File: src/rtl/sli_pkg.sv
// sli_pkg: shared types and codes for the sorted list insert/delete block.
// No dependencies.
package sli_pkg;

	typedef enum logic [1:0] {
		ST_DONE      = 2'd0,
		ST_NOT_FOUND = 2'd1,
		ST_EMPTY     = 2'd2,
		ST_FULL      = 2'd3
	} status_t;

	localparam logic FN_INSERT = 1'b0;
	localparam logic FN_DELETE = 1'b1;

	typedef enum logic [4:0] {
		S_IDLE    = 5'b00001,
		S_INS_RD  = 5'b00010,
		S_INS_CMP = 5'b00100,
		S_DEL_RD  = 5'b01000,
		S_DEL_CMP = 5'b10000
	} state_t;

endpackage

File: src/rtl/sorted_list_insert_delete.sv
// sorted_list_insert_delete: bounded ascending store of signed 32-bit values.
// Depends on sli_pkg.
//
// channel   dir  signals                    handshake
// command   in   func, value                start && !busy
// result    out  status, count, smallest    done, one cycle, no backpressure
//
// Entries live in a single-port-write / registered-read memory walked by one
// comparator, a read state and a compare state per entry visited.
// Insert: walks down from the top, moving entries not below value up one slot,
// and writes value where a smaller entry or the bottom ends the walk; a full
// store answers ST_FULL at once. Delete: walks every entry from the bottom,
// moving those above the first match down; an empty store answers ST_EMPTY.
// busy is high from acceptance through the done cycle, so the next item is taken
// in the cycle after the result at the earliest. After reset the store is
// empty and a command may be taken at once.
module sorted_list_insert_delete #(
	parameter int CAPACITY = 16
) (
	input  logic                  clk,
	input  logic                  arst_n,
	input  logic                  start,
	output logic                  busy,
	input  logic                  func,
	input  logic signed [31:0]    value,
	output logic                  done,
	output sli_pkg::status_t      status,
	output logic [4:0]            count,
	output logic signed [31:0]    smallest
);
	import sli_pkg::*;

	localparam int CW = $clog2(CAPACITY + 1);
	localparam int AW = $clog2(CAPACITY);
	localparam logic [CW-1:0] CAP_C = CW'(CAPACITY);
	localparam logic [CW-1:0] ONE_C = CW'(1);

	state_t              state_q;
	logic                done_q;
	status_t             status_q;
	logic [CW-1:0]       cnt_q;
	logic [CW-1:0]       k_q;
	logic                found_q;
	logic signed [31:0]  v_q;
	logic signed [31:0]  min_q;

	logic signed [31:0]  mem [CAPACITY];
	logic signed [31:0]  rdata_q;
	logic                we;
	logic [AW-1:0]       wa;
	logic signed [31:0]  wd;
	logic [AW-1:0]       ra;

	logic [CW+4:0]       cnt_ext;

	always_ff @(posedge clk) begin
		if (we) begin
			mem[wa] <= wd;
		end
		rdata_q <= mem[ra];
	end

	always_ff @(posedge clk) begin
		if (we && wa == '0) begin
			min_q <= wd;
		end
	end

	// write/read port control
	always_comb begin
		logic [CW-1:0] km1;
		km1 = k_q - ONE_C;
		we  = 1'b0;
		wa  = k_q[AW-1:0];
		wd  = v_q;
		ra  = k_q[AW-1:0];
		case (state_q)
			S_INS_RD: begin
				ra = km1[AW-1:0];
				if (k_q == '0) begin
					we = 1'b1;
					wa = '0;
				end
			end
			S_INS_CMP: begin
				we = 1'b1;
				if (rdata_q >= v_q) begin
					wd = rdata_q;
				end
			end
			S_DEL_CMP: begin
				we = found_q;
				wa = km1[AW-1:0];
				wd = rdata_q;
			end
			default: begin
			end
		endcase
	end

	always_ff @(posedge clk or negedge arst_n) begin
		if (!arst_n) begin
			state_q  <= S_IDLE;
			done_q   <= 1'b0;
			status_q <= ST_DONE;
			cnt_q    <= '0;
			k_q      <= '0;
			found_q  <= 1'b0;
		end else begin
			done_q <= 1'b0;
			case (state_q)
				S_IDLE: begin
					if (start && !done_q) begin
						found_q <= 1'b0;
						if (func == FN_INSERT) begin
							if (cnt_q == CAP_C) begin
								status_q <= ST_FULL;
								done_q   <= 1'b1;
							end else begin
								k_q     <= cnt_q;
								state_q <= S_INS_RD;
							end
						end else begin
							if (cnt_q == '0) begin
								status_q <= ST_EMPTY;
								done_q   <= 1'b1;
							end else begin
								k_q     <= '0;
								state_q <= S_DEL_RD;
							end
						end
					end
				end
				S_INS_RD: begin
					if (k_q == '0) begin
						cnt_q    <= cnt_q + ONE_C;
						status_q <= ST_DONE;
						done_q   <= 1'b1;
						state_q  <= S_IDLE;
					end else begin
						state_q <= S_INS_CMP;
					end
				end
				S_INS_CMP: begin
					if (rdata_q >= v_q) begin
						k_q     <= k_q - ONE_C;
						state_q <= S_INS_RD;
					end else begin
						cnt_q    <= cnt_q + ONE_C;
						status_q <= ST_DONE;
						done_q   <= 1'b1;
						state_q  <= S_IDLE;
					end
				end
				S_DEL_RD: begin
					if (k_q == cnt_q) begin
						if (found_q) begin
							cnt_q    <= cnt_q - ONE_C;
							status_q <= ST_DONE;
						end else begin
							status_q <= ST_NOT_FOUND;
						end
						done_q  <= 1'b1;
						state_q <= S_IDLE;
					end else begin
						state_q <= S_DEL_CMP;
					end
				end
				S_DEL_CMP: begin
					if (!found_q && rdata_q == v_q) begin
						found_q <= 1'b1;
					end
					k_q     <= k_q + ONE_C;
					state_q <= S_DEL_RD;
				end
				default: begin
					state_q <= S_IDLE;
				end
			endcase
		end
	end

	always_ff @(posedge clk) begin
		if (state_q == S_IDLE && start && !done_q) begin
			v_q <= value;
		end
	end

	assign busy     = (state_q != S_IDLE) || done_q;
	assign done     = done_q;
	assign status   = status_q;
	assign cnt_ext  = {5'b0, cnt_q};
	assign count    = cnt_ext[4:0];
	assign smallest = (cnt_q == '0) ? 32'sd0 : min_q;

	a_cnt_bound: assert property (@(posedge clk) disable iff (!arst_n)
		cnt_q <= CAP_C)
		else $error("count above capacity");

	a_done_pulse: assert property (@(posedge clk) disable iff (!arst_n)
		done_q |=> !done_q)
		else $error("result strobe longer than one cycle");

	a_full_cnt: assert property (@(posedge clk) disable iff (!arst_n)
		done_q && status_q == ST_FULL |-> cnt_q == CAP_C)
		else $error("full status with room left");

	a_empty_cnt: assert property (@(posedge clk) disable iff (!arst_n)
		done_q && status_q == ST_EMPTY |-> cnt_q == '0)
		else $error("empty status with entries held");

	a_accept_busy: assert property (@(posedge clk) disable iff (!arst_n)
		start && !busy |=> busy)
		else $error("accepted item did not raise busy");

endmodule
File: config.mk
export PLATFORM = sky130hd
export DESIGN_NAME = sorted_list_insert_delete
export DESIGN_NICKNAME = d
export VERILOG_FILES = /design/src/rtl/sli_pkg.sv /design/src/rtl/sorted_list_insert_delete.sv
export SDC_FILE = /design/constraint.sdc
export NUM_CORES = 1
export LEC_CHECK = 0
export BUFFER_PORTS_ARGS = -buffer_cell sky130_fd_sc_hd__buf_2
export CAP_MARGIN = 10
export CORE_ASPECT_RATIO = 2
export CORE_MARGIN = 4
export CORE_UTILIZATION = 25
export CTS_CLUSTER_DIAMETER = 120
export DETAILED_ROUTE_END_ITERATION = 8
export GPL_ROUTABILITY_DRIVEN = 0
export GPL_TIMING_DRIVEN = 0
export PLACE_DENSITY = 0.42
export SLEW_MARGIN = 20
export SYNTH_ARGS = -nofsm -noshare
export SYNTH_HDL_FRONTEND = slang
export SYNTH_SLANG_ARGS = --single-unit
File: constraint.sdc
create_clock -name clk -period 5.88 [get_ports clk]
set_clock_uncertainty 0.1 [all_clocks]
set_input_delay 0.294 -clock clk [delete_from_list [all_inputs] [get_ports clk]]
set_output_delay 0.294 -clock clk [all_outputs]
set_load 0.05 [all_outputs]
# Word level (Yosys, flattened, before mapping)
# Memory sizes are Yosys's and may differ from the RTL's. A register that Yosys moved wholly into a read port is not among the register bits.
# Index checks and enable logic that the tools add are counted.
[word_totals]
register_bits = 83
latch_bits = 0
mem_bits_rw = 512
rom_bits = 0
output_inout_bits = 41
elab_cells = 102
n_memories = 1
[classes]
n_addsub = 4
n_mul = 0
div_mod_pow = 0
magnitude_cmp = 1
n_eq_ne = 20
shifts = 0
muxes = 48
bitwise_logic = 0
n_reduce_logical = 20
[mem_list]
columns = ["memory", "words", "width", "rd", "rd_ports_with_merged_regs", "wr", "line_no", "rtl"]
rows = [
  ["mem", 16, 32, 1, 1, 1, "sorted_list_insert_delete.sv:47", "logic signed [31:0] mem [CAPACITY];"],
]
[op_table]
columns = ["cell", "n"]
rows = [
  ["two-way mux 5 bit", 14],
  ["two-way mux 32 bit", 2],
  ["one-hot mux 32 bit (2 select lines)", 1],
  ["== test 32 bit", 1],
  ["greater-or-equal comparator 32 bit", 1],
  ["one-hot mux 5 bit (3 select lines)", 2],
  ["one-hot mux 5 bit (5 select lines)", 1],
  ["two-way mux 2 bit", 8],
  ["!= test 2 bit, second input constant", 7],
  ["two-way mux 1 bit", 12],
  ["!= test 3 bit, second input constant", 4],
  ["adder 5 x 1 -> 5 bit, second input constant", 2],
  ["== test 5 bit, second input constant", 2],
  ["zero test 5 bit", 2],
  ["AND reduction 5 bit", 2],
  ["subtractor 5 x 1 -> 5 bit, second input constant", 2],
  ["two-way mux 4 bit", 2],
  ["one-hot mux 2 bit (4 select lines)", 1],
  ["one-hot mux 4 bit (2 select lines)", 1],
  ["AND reduction 7 bit", 1],
  ["AND reduction 3 bit", 2],
  ["nonzero test 3 bit", 2],
  ["== test 5 x 1 -> 1 bit, second input constant", 1],
  ["== test 5 x 2 -> 1 bit, second input constant", 1],
  ["other kinds (14)", 19],
]

# Longest topological paths before layout
# Gate-level depths: netlist of the first run.
[depth]
ltp_word = 5
ltp_mapped = 10
depth_no_buf = 9

# Least setup slack after synthesis of the first run
# OpenSTA, ideal clock, no wires.
[synth_timing]
path_kind = "register -> register"
from = "register k_q[1]"
to = "memory mem[3][0], enable pin"
setup_time_ns = 0.421
arrival_time_ns = 3.343
required_time_ns = 5.359
slack_ns = 2.016
path_stages_with_launch = 10
path_buffers = 1
path_cell_list = "dfrtp_1 -> clkbuf_1 -> inv_1 -> ha_1 -> nor4b_1 -> or3_1 -> o21ai_0 -> a21oi_1 -> or2_2 -> nor2_1"
[synth_via]
elab_chain_cells = 5
elab_cells_between_ends = 8
[synth_rtl]
columns = ["item", "line_no", "rtl"]
rows = [
  ["start: declaration", "sorted_list_insert_delete.sv:42", "logic [CW-1:0] k_q;"],
  ["start signal: assignment", "sorted_list_insert_delete.sv:120", "k_q <= cnt_q;"],
  ["start signal: assignment", "sorted_list_insert_delete.sv:146", "k_q <= k_q - ONE_C;"],
  ["start signal: assignment", "sorted_list_insert_delete.sv:173", "k_q <= k_q + ONE_C;"],
  ["zero test 5 bit", "sorted_list_insert_delete.sv:80", "if (k_q == '0) begin"],
  ["two-way mux 1 bit", "sorted_list_insert_delete.sv:80", ""],
  ["one-hot mux 1 bit (3 select lines)", "sorted_list_insert_delete.sv:77", "case (state_q)"],
  ["two-way mux 1 bit", "sorted_list_insert_delete.sv:57", "if (we) begin"],
  ["two-way mux 1 bit (implied by the code)", "sorted_list_insert_delete.sv:58", "mem[wa] <= wd;"],
  ["end: declaration", "sorted_list_insert_delete.sv:47", ""],
]
# Several ways; a longest one is shown, not always the timed one.

# Worst setup path in the final report of the first run
[layout_timing]
from = "register v_q[15]"
to = "memory mem[13][21], data pin"
[layout_via]
elab_chain_cells = 3
[layout_rtl]
columns = ["item", "line_no", "rtl"]
rows = [
  ["start: declaration", "sorted_list_insert_delete.sv:44", "logic signed [31:0] v_q;"],
  ["start signal: assignment", "sorted_list_insert_delete.sv:185", "v_q <= value;"],
  ["greater-or-equal comparator 32 bit", "sorted_list_insert_delete.sv:87", "if (rdata_q >= v_q) begin"],
  ["two-way mux 32 bit", "sorted_list_insert_delete.sv:87", ""],
  ["one-hot mux 32 bit (2 select lines)", "sorted_list_insert_delete.sv:77", ""],
  ["net wd[21]", "sorted_list_insert_delete.sv:51", "logic signed [31:0] wd;"],
]
# The timed path passes the listed nets, and every way through them passes these cells.

==> qor.yml, run 1 <==
fmax_mhz: 226
h-tree-depth: 2
final_nets: 1624
instances_no_fill: 2811
layout_common_cells: "edfxtp_1, nand2_1, mux4_2, buf_2, mux2i_1"
grtUsageTotal_pct: 13.4
drt-vias-per-instance: 4.55
slew_violations: 0
overflow: 0
synth.yosys.warnings: 0
portBuffers: 76
cp-start-kind: "flip-flop"
clockRootBuffer: "clkbuf_16"
synthFlopType: "edfxtp_1"
final_core_util_pct: 30.4
synth_edf_count: 544
syn_nets: 1426
antenna_found_initial: 1
rows: 160
period_needed_ns: 4.43
vias: 12800
critPathArrivalTime_ns: 4.59
status: "finished, final reports clean"
ys_seq_area_share_pct: 72.8
syn2layout_area_growth_pct: 20.6
postSynth.asyncResetShare_pct: 3.19
fp.dieH_um: 446
synth_seq_cells: 595
end_kind: "flip-flop"
postCtsSetupBuffers: 0
layout_commonest_cell: "edfxtp_1"
grt_max_degree: 20
clock_sinks: 595
grt_pass1_vias: 14000
avgSynthCellArea_um2: 17.7
firstDrtPassIters: 4
cts_buffers: 55
slowest_delay_ns: 0.66
timing.rr.end: "mem[13][21]"
synthDistinctLibCells: 62
tritoncts: "yes"
crit_path_cell_trace: "inv_1, ha_1, nand4_1, or4_1, or4_1, a31oi_2, o21ai_2, nand2_4, buf_6, mux2_1"
synthCells: 1351
clock_latency_ns: 0.62
hold_class: "primary input to asynchronous set/reset pin"
cp_max_fo: 16
p_leak_nw: 9.62
ff2ff_path_depth: 10
path_clk_slew_ns: 0.07
worst-path-stages: 10
design.portCount: 77
core_area_mm2: 0.0951
crit_type: "flip-flop to flip-flop"
drt_iter0_drc: 837
worst_pin_slew_ns: 1.10
drcViolationCount: 0
dieArea_mm2: 0.101
fp.dieW_um: 227
crit_family: "simple AND/OR/NAND/NOR gates"
wl_per_cell_um: 24.0
cp_common_cell: "or4_1"
worst_path_max_delay_cell: "or4_1"
fin_ws_ns: 1.45
layout-drive-gt1-share_pct: 21.6
rsz0062_at_grt: "no"
grt_pass1_wl_um: 98600
critical_path_required_ns: 6.03
initial_utilization_pct: 25.2
power_density_mw_per_mm2: 492
dp_hpwl_um: 47400
timing.reg2reg.setup_slack_ns: 1.45
dpl_worst_slack_ns: 1.43
clk_path_buf_depth: 3
hold_viol: 0
peakVddDrop_uv: 241
path_buf_inv: 2
finalSetupViolations: 0
syn-cell-area_mm2: 0.0240
place_inst: 2671
wl_um: 67400
finalCritPeriodShare_pct: 75.4
cap_violations: 0
slew_headroom_pct: 26.1
antenna_left: 0
rr_startpoint: "v_q[15]"
registers in the layout, indices dropped and copies added (netlist names):
| register | flops |
|---|---|
| status | 2 |
| state_q | 5 |
| min_q | 25 |
| v_q | 32 |
| k_q | 5 |
| mem | 487 |
| count | 5 |
| done | 1 |
| rdata_q | 32 |
| found_q | 1 |
per-layer routing:
| layer | track usage, % | vias up | wire [µm] |
|---|---|---|---|
| met5 | 0 | - | 0 |
| met4 | 3.94 | 0 | 1920 |
| met3 | 1.40 | 91 | 1810 |
| met2 | 25.5 | 236 | 37200 |
| met1 | 15.6 | 6709 | 26500 |
| li1 | - | 5748 | - |
worst max-delay path by stage:
stage / start / endpoint / slack (ns)
final: v_q[15] / mem[13][21] / 1.45
after global placement: k_q[1] / mem[11][17] / -0.53
after CTS: v_q[15] / mem[2][21] / 1.41
after floorplan: k_q[1] / mem[3][0] / 2.02
after global routing: v_q[15] / mem[1][21] / 1.30
after detailed placement: v_q[15] / mem[8][4] / 1.43
cells in the mapped netlist (4+ instances only):
cell type,n,share of area (%)
dfxtp_1,32,2.7
nor3_1,9,0.19
mux4_2,96,9.0
or3_1,5,0.13
a21oi_1,33,0.69
nand2b_1,9,0.23
nor2b_1,35,0.91
nor2_1,41,0.64
edfxtp_1,544,68
inv_1,45,0.70
nand4_1,8,0.21
a21o_1,4,0.13
a211oi_1,4,0.13
o2111ai_1,32,1.2
nand2_1,115,1.8
buf_2,16,0.33
mux2_1,31,1.5
clkbuf_1,36,0.56
mux2i_1,65,2.7
a22oi_1,33,1.0
xnor2_1,12,0.44
buf_4,6,0.19
dfrtp_1,18,1.9
nand3_1,12,0.25
o21ai_0,13,0.27
ha_1,38,2.0
kinds of logic after synthesis:
group                    Yosys count  synth area share [%]
AO/OA/AOI/OAI                    144                  4.29
XOR/XNOR                          14                 0.512
adder cells (fa/ha/maj)           39                  2.07
buffers and inverters            108                  1.96
flip-flops                       595                  72.8
multiplexers                     195                  13.3
AND/OR/NAND/NOR                  256                  5.03
area by class of cell:
type | count | area (µm²)
multi-input cells | 648 | 6170
flip-flops and latches | 595 | 17500
inverters | 45 | 169
plain buffers | 63 | 302
clock inverters | 26 | 330
clock buffers | 77 | 1570
fillers | 9288 | 66200
repair buffers | 141 | 1390
well taps | 1215 | 1520
diodes | 1 | 2.50
worst register-to-register path, stage by stage, from the launching register on:
cell      delay, ns
edfxtp_1       0.49
inv_1          0.08
ha_1           0.30
nand4_1        0.25
or4_1          0.67
or4_1          0.57
a31oi_2        0.37
o21ai_2        0.18
nand2_4        0.22
buf_6          0.24
mux2_1         0.61
per-stage QoR:
step / hold WS, ns / total power [mW] / setup TNS, ns / area (µm²)
CTS: 0.0657 / 14.5 / 0 / 28900
floorplan: -0.102 / 8.79 / 0 / 24000
global route: 0.119 / 15.0 / 0 / 28900
global placement: 0.173 / 10.5 / -155.83 / 25900
finish: 0.0937 / 14.2 / 0 / 28900
detailed placement: 0.185 / 10.6 / 0 / 26600
power by group:
group / total [mW] / switching, mW / internal [mW]
Sequential: 5.45 / 0.194 / 5.26
Clock: 3.79 / 1.61 / 2.18
Combinational: 4.97 / 3.28 / 1.68
Total: 14.2 / 5.09 / 9.12
repair_timing:
action | in CTS | in global routing
hold buffers | 36 | 0
resized for setup | 0 | 0
endpoints found under the hold margin | 53 | 0
No activity file was read; power rests on OpenSTA's default activity.
==> inputs of run 2 (changes only) <==
ABC_AREA = 1   (was default)
PLACE_DENSITY = 0.43   (was 0.42)
clock period = 4 ns   (was 5.88 ns; I/O delays follow)
==> run 2 against run 1 <==
  * Global-route usage increased by 3.7 points
  * Sequential cell count stayed put
  * Final cell count increased by 29%
  * Wire length is 36% higher
  * Setup slack worse by 1.3 ns
  * Sequential share of layout area fell by 2.6 points
  * Cell area grew 4.4%
  * Largest power group is now combinational logic
==> qor.yml, run 2 <==
rr_startpoint: "v_q[22]"  # was v_q[15]
synth_seq_cells: 595  # unchanged
antenna_left: 0  # unchanged
largest_register: "mem"  # unchanged
fp.dieH_um: 452  # was 446 µm
layout_commonest_cell: "edfxtp_1"  # unchanged
ys_top_cells_by_count: "edfxtp_1, nor2_1, o21ai_0, nand2_1, o211ai_1"  # was edfxtp_1, nand2_1, mux4_2, mux2i_1, inv_1
postSynth.asyncResetShare_pct: 3.19  # unchanged
layout_common_cells: "edfxtp_1, nor2_1, o21ai_0, nand2_1, o211ai_1"  # was edfxtp_1, nand2_1, mux4_2, buf_2, mux2i_1
syn_nets: 2137  # was 1426
dp_hpwl_um: 66300  # was 47400 µm
slew_headroom_pct: 27.2  # was 26.1%
synthDistinctLibCells: 44  # was 62
syn2layout_area_growth_pct: 22.4  # was 20.6%
path_clk_slew_ns: 0.07  # about the same
synthCells: 2062  # was 1351
layout-drive-gt1-share_pct: 14.0  # was 21.6%
grtUsageMet3_pct: 1.89  # was 1.40%
crit_type: "flip-flop to flip-flop"  # unchanged
hold_depth: 2
grt.met2_usage_pct: 33.2  # was 25.5%
place_inst: 3490  # was 2671
avgSynthCellArea_um2: 12.0  # was 17.7 µm²
synth_top_area_share_pct: 66.2  # was 68.1%
muxShareOfSynthArea_pct: 0  # was 13.3%
clockRootBuffer: "clkbuf_16"  # unchanged
firstDrtPassIters: 7  # was 4
timing.reg2reg.setup_slack_ns: 0.10  # was 1.45 ns
clock_latency_ns: 0.61  # was 0.62 ns
fin_hold_ws_ns: 0.202  # was 0.0937 ns
h-tree-depth: 2  # unchanged
yosys.area.top_type: "edfxtp_1"  # unchanged
synthFlopType: "edfxtp_1"  # unchanged
yosys.area_share.simple_pct: 11.2  # was 5.03%
cap_violations: 0  # unchanged
power_mw: 23.0  # was 14.2 mW
grt_pass1_vias: 17700  # was 14000
synth_xor_xnor_area_share_pct: 0.467  # was 0.512%
hold_start: "value[1]"
synth.yosys.warnings: 0  # unchanged
grt_pass1_wl_um: 128000  # was 98600 µm
cp-start-kind: "flip-flop"  # unchanged
drt_iter0_drc: 1225  # was 837
grt_use_met1_pct: 17.8  # was 15.6%
finalSetupViolations: 0  # unchanged
portBuffers: 76  # unchanged
reg_top3: "mem x487, rdata_q x32, v_q x32"  # unchanged
status: "finished, final reports clean"  # unchanged
fin_ws_ns: 0.103  # was 1.45 ns
synth_top_family_by_area: "compound AO/OA/AOI/OAI gates"  # was multiplexers
wl_um: 91400  # was 67400 µm
antenna_found_initial: 2  # was 1
grtUsageTotal_pct: 17.1  # was 13.4%
slew_violations: 0  # unchanged
synthAdderAreaFrac_pct: 2.01  # was 2.07%
clock_sinks: 595  # unchanged
grt_max_degree: 21  # was 20
critical_path_required_ns: 4.27  # was 6.03 ns
critPathArrivalTime_ns: 4.17  # was 4.59 ns
design.portCount: 77  # unchanged
grt-busiest-layer: "met2"  # unchanged
clk_path_buf_depth: 3  # unchanged
overflow: 0  # unchanged
dpl_worst_slack_ns: -0.668  # was 1.43 ns
ff2ff_path_depth: 13  # was 10
fp.dieW_um: 230  # was 227 µm
tritoncts: "yes"  # unchanged
drt-vias-per-instance: 4.71  # was 4.55
ys_seq_area_share_pct: 70.7  # was 72.8%
finalCritPeriodShare_pct: 97.4  # was 75.4%
cp_max_fo: 10  # was 16
instances_no_fill: 3637  # was 2811
hold_class: "primary input to flip-flop"  # was primary input to asynchronous set/reset pin
fmax_mhz: 257  # was 226 MHz
drcViolationCount: 0  # unchanged
ys_top_cells_by_area: "edfxtp_1, nor2_1, o21ai_0"  # was edfxtp_1, mux4_2, mux2i_1
p_leak_nw: 10.5  # was 9.62 nW
period_needed_ns: 3.90  # was 4.43 ns
core_area_mm2: 0.0977  # was 0.0951 mm²
worst_pin_slew_ns: 1.09  # was 1.10 ns
synth_edf_count: 544  # unchanged
syn-cell-area_mm2: 0.0247  # was 0.0240 mm²
power_density_mw_per_mm2: 761  # was 492 mW/mm²
final_nets: 2355  # was 1624
dieArea_mm2: 0.104  # was 0.101 mm²
min_to: "v_q[1]"
wl_per_cell_um: 25.1  # was 24.0 µm
cts_buffers: 53  # was 55
largest_reg_flops: 487  # unchanged
timing.rr.end: "mem[10][23]"  # was mem[13][21]
vias: 17100  # was 12800
initial_utilization_pct: 25.3  # was 25.2%
synth_compound_area_share_pct: 11.5  # was 4.29%
post-synth-top-count-cell: "edfxtp_1"  # unchanged
hold_viol: 0  # unchanged
peakVddDrop_uv: 321  # was 241 µV
rows: 162  # was 160
nFillCells: 10100  # was 9288
final_core_util_pct: 30.9  # was 30.4%
end_kind: "flip-flop"  # unchanged
run 2: cell types whose count changed in the layout (fill, tap and decap cells not counted), sizes merged, moves of 55 or more:
| cell | before | now |
|---|---|---|
| nor2 | 42 | 407 |
| inv | 47 | 128 |
| o21ai | 15 | 317 |
| buf | 132 | 187 |
| nand3 | 13 | 80 |
| mux2i | 65 | 0 |
| o211ai | 2 | 129 |
| mux4 | 96 | 0 |
run 2: worst max-delay path by stage:
stage               startpoint     endpoint  slack, ns  depth (start not counted)
finish                 v_q[22]  mem[10][23]       0.10                         13
global route           v_q[22]  mem[11][11]    -0.0003                         14
detailed placement     v_q[21]  mem[14][31]      -0.67                         14
global placement    state_q[0]    status[0]      -2.10                          8
floorplan           state_q[0]    status[0]       0.43                          8
CTS                    v_q[23]    mem[6][2]      -0.15                         13
run 2: cell families after synthesis:
family,Yosys count
buffers and inverters,245
XOR/XNOR,11
adder cells (fa/ha/maj),39
AND/OR/NAND/NOR,676
flip-flops,595
AO/OA/AOI/OAI,496
run 2: per-layer routing:
| layer | routed length (µm) | up-vias | part of all wire (%) |
|---|---|---|---|
| met2 | 49700 | 510 | 54 |
| met5 | 11 | - | 0.012 |
| met1 | 32600 | 8624 | 36 |
| met3 | 3400 | 192 | 3.7 |
| li1 | - | 7804 | - |
| met4 | 5700 | 2 | 6.2 |
run 2: cell type report:
| class | instances | area (µm²) | share of cell area [%] |
|---|---|---|---|
| clock buffers | 68 | 1410 | 4.68 |
| well taps | 1312 | 1640 | 5.44 |
| diodes | 1 | 2.50 | 0.00829 |
| flip-flops and latches | 595 | 17500 | 57.8 |
| multi-input cells | 1222 | 6620 | 21.9 |
| clock inverters | 31 | 268 | 0.887 |
| inverters | 126 | 473 | 1.57 |
| plain buffers | 119 | 563 | 1.86 |
| repair buffers | 163 | 1760 | 5.83 |
run 2: timing repair:
action / 4_1_cts / 5_1_grt
endpoints found under the hold margin: 62 / 0
hold buffers: 37 / 0
resized for setup: 27 / 15
setup endpoints to repair: 496 / 291
setup buffers: 0 / 10
pin swaps: 0 / 10
run 2: worst max-delay path: stages, from the launching register on:
cell and delay (ns):
edfxtp_1 0.34, inv_1 0.09, ha_1 0.29, nand2_1 0.07, nor2_1 0.18, nand4_1 0.41
nor3b_4 0.44, nand2_1 0.12, nand3_1 0.10, nand4_1 0.37, clkbuf_2 0.53, nand3_1 0.22
o21ai_2 0.17, buf_6 0.20
run 2: per-stage QoR:
| stage | instance area (µm²) | setup TNS [ns] |
|---|---|---|
| 2_1_floorplan | 24700 | 0 |
| 3_3_place_gp | 26700 | -1456.37 |
| 3_5_place_dp | 27700 | -168.45 |
| 4_1_cts | 29900 | -16.12 |
| 5_1_grt | 30200 | -0.000761 |
| 6_report | 30200 | 0 |
run 2: report_power, final:
| group | total, mW | switching [mW] | internal (mW) |
|---|---|---|---|
| registers | 8.02 | 0.260 | 7.76 |
| logic | 9.80 | 7.29 | 2.51 |
| clock network | 5.16 | 2.39 | 2.76 |
| total | 23.0 | 9.95 | 13.0 |
==> inputs of run 3 (changes only) <==
CORE_UTILIZATION = 48   (was 25)
CTS_BUF_LIST = sky130_fd_sc_hd__clkbuf_16   (was default)
PLACE_DENSITY = 0.7   (was 0.43)
==> run 3 against run 2 <==
  * The flow now finishes with violations (setup timing)
  * Critical endpoint is now mem[3][4]
  * Maximum frequency down 2.7%
  * Critical path depth unchanged
  * Sequential power about the same
  * Largest cell class unchanged
  * Power down 3.0%
  * Setup slack worse by 0.11 ns
  * Combinational power down 6.0%
  * Critical path type unchanged
  * Wire length down 17%
==> qor.yml, run 3 (synthesis results as in run 2) <==
status: "complete, but fails checks"  # was finished, final reports clean
violations: "setup timing"
fp.dieW_um: 168  # was 230 µm
path_clk_slew_ns: 0.07  # about the same
overflow: 0  # unchanged
cts_buffers: 49  # was 53
firstDrtPassIters: 6  # was 7
rsz0062_at_grt: "yes"
period_needed_ns: 4.01  # was 3.90 ns
drt-vias-per-instance: 6.01  # was 4.71
clk_path_buf_depth: 3  # unchanged
antenna_left: 0  # unchanged
design.portCount: 77  # unchanged
drt-met1-wl_um: 23800  # was 32600 µm
grt_max_degree: 21  # unchanged
power_density_mw_per_mm2: 773  # was 761 mW/mm²
h-tree-depth: 2  # unchanged
crit_family: "simple AND/OR/NAND/NOR gates"  # unchanged
finalSetupViolations: 8  # was 0
wl_um: 75400  # was 91400 µm
vias: 17800  # was 17100
drt_iter0_drc: 2133  # was 1225
layout_commonest_cell: "edfxtp_1"  # unchanged
slew_headroom_pct: 22.2  # was 27.2%
fmax_mhz: 250  # was 257 MHz
core_area_mm2: 0.0509  # was 0.0977 mm²
worst_pin_slew_ns: 1.17  # was 1.09 ns
worst_path_max_delay_cell: "o21ai_2"  # was clkbuf_2
crit_path_cell_trace: "inv_1, ha_1, nand2_1, nor2_1, nand4_1, nor3b_2, nand2_1, nand3_1, nand3_1, nand2_2, nand2_2, clkbuf_4, o21ai_2"  # was inv_1, ha_1, nand2_1, nor2_1, nand4_1, nor3b_4, nand2_1, nand3_1, nand4_1, clkbuf_2, nand3_1, o21ai_2, buf_6
fp.dieH_um: 329  # was 452 µm
nFillCells: 4067  # was 10100
hold_viol: 0  # unchanged
critPathArrivalTime_ns: 4.19  # was 4.17 ns
slowest_delay_ns: 0.65  # was 0.53 ns
grt_pass1_vias: 18100  # was 17700
postLayoutCellArea_mm2: 0.0288  # was 0.0302 mm²
final_nets: 2338  # was 2355
dieArea_mm2: 0.0553  # was 0.104 mm²
syn2layout_area_growth_pct: 16.8  # was 22.4%
place_inst: 2829  # was 3490
grtUsageTotal_pct: 26.8  # was 17.1%
cp_max_fo: 16  # was 10
clock_sinks: 595  # unchanged
instances_no_fill: 2958  # was 3637
layout_common_cells: "edfxtp_1, nor2_1, o21ai_0, nand2_1, inv_1"  # was edfxtp_1, nor2_1, o21ai_0, nand2_1, o211ai_1
grt_pass1_wl_um: 110000  # was 128000 µm
hold_class: "primary input to flip-flop"  # unchanged
diodes: 0  # was 1
antenna_found_initial: 0  # was 2
routed.top_layer: "met4"  # was met5
peakVddDrop_uv: 576  # was 321 µV
dr_wl_met2_um: 39100  # was 49700 µm
fin_hold_ws_ns: 0.0431  # was 0.202 ns
finalCritPeriodShare_pct: 100  # was 97.4%
met3_length_um: 5410  # was 3400 µm
drcViolationCount: 0  # unchanged
clockRootBuffer: "clkbuf_16"  # unchanged
critical_path_required_ns: 4.18  # was 4.27 ns
clock_latency_ns: 0.59  # was 0.61 ns
layout-drive-gt1-share_pct: 13.1  # was 14.0%
initial_utilization_pct: 48.4  # was 25.3%
fin_ws_ns: -0.00514  # was 0.103 ns
cap_violations: 0  # unchanged
dp_hpwl_um: 53700  # was 66300 µm
power_mw: 22.3  # was 23.0 mW
reg_top3: "mem x487, rdata_q x32, v_q x32"  # unchanged
largest_register: "mem"  # unchanged
dpl_worst_slack_ns: -0.495  # was -0.668 ns
crit_type: "flip-flop to flip-flop"  # unchanged
wl_per_cell_um: 25.5  # was 25.1 µm
path_buf_inv: 2  # was 3
slew_violations: 0  # unchanged
portBuffers: 76  # unchanged
tritoncts: "yes"  # unchanged
largest_reg_flops: 487  # unchanged
placed_area_mm2: 0.0266  # was 0.0277 mm²
p_leak_nw: 10.3  # was 10.5 nW
rows: 117  # was 162
cp-start-kind: "flip-flop"  # unchanged
end_kind: "flip-flop"  # unchanged
==> run 3: area by class of cell <==
cell class                      count  area (µm²)  area share [%]
Multi-Input combinational cell   1222        6470            22.4
Sequential cell                   595       17500            60.6
Inverter                          126         473            1.64
Clock inverter                     41         403            1.40
Clock buffer                       51        1280            4.43
Buffer                            119         564            1.96
Tap cell                          654         818            2.84
Timing Repair Buffer              150        1370            4.74
==> run 3: worst paths after layout <==
kind	startpoint	endpoint	slack [ns]	cells past startpoint
setup reg to reg	v_q[23]	mem[3][4]	-0.005	13
hold / removal	start	v_q[2]	0.04	3
hold reg to reg	status[1]	status[1]	0.42	2
min in group asynchronous	arst_n	state_q[0]	0.55	3
max in group asynchronous	arst_n	state_q[3]	1.99	4
setup / recovery	v_q[23]	mem[3][4]	-0.005	13
==> run 3: timing repair <==
item | in CTS | in global routing
hold buffers | 36 | 0
endpoints found under the hold margin | 54 | 0
endpoints found under the setup margin | 375 | 382
setup buffers | 0 | 1
pin swaps | 0 | 1
resized for setup | 17 | 21
==> run 3: per-layer routing <==
layer	GRT usage, %	vias to the layer above
met4	21.1	0
met1	27.6	8575
met2	48.2	1061
li1	-	7779
met3	3.78	365
met5	0	-
==> run 3: per-stage QoR <==
stage / util, % / TNS, ns
final: 56.6 / -0.0246
after global routing: 56.6 / -5.42
after CTS: 56.4 / -8.67
after detailed placement: 52.2 / -88.14
after global placement: 50.8 / -901.07
after floorplan: - / 0
==> run 3: worst reg2reg max path, delay by kind of cell (launching register included) <==
kind	cells	cell delay [ns]
compound gates	1	0.66
fa+ha+maj	1	0.30
buf+inv	2	0.41
flops	1	0.33
simple gates	9	1.89
==> run 3: where the power goes <==
| part | leakage (nW) | total, mW | internal (mW) | switching [mW] |
|---|---|---|---|---|
| Clock | 0.859 | 5.06 | 2.84 | 2.23 |
| Combinational | 4.03 | 9.21 | 2.40 | 6.81 |
| Sequential | 5.42 | 8.01 | 7.76 | 0.244 |
| Total | 10.3 | 22.3 | 13.0 | 9.28 |
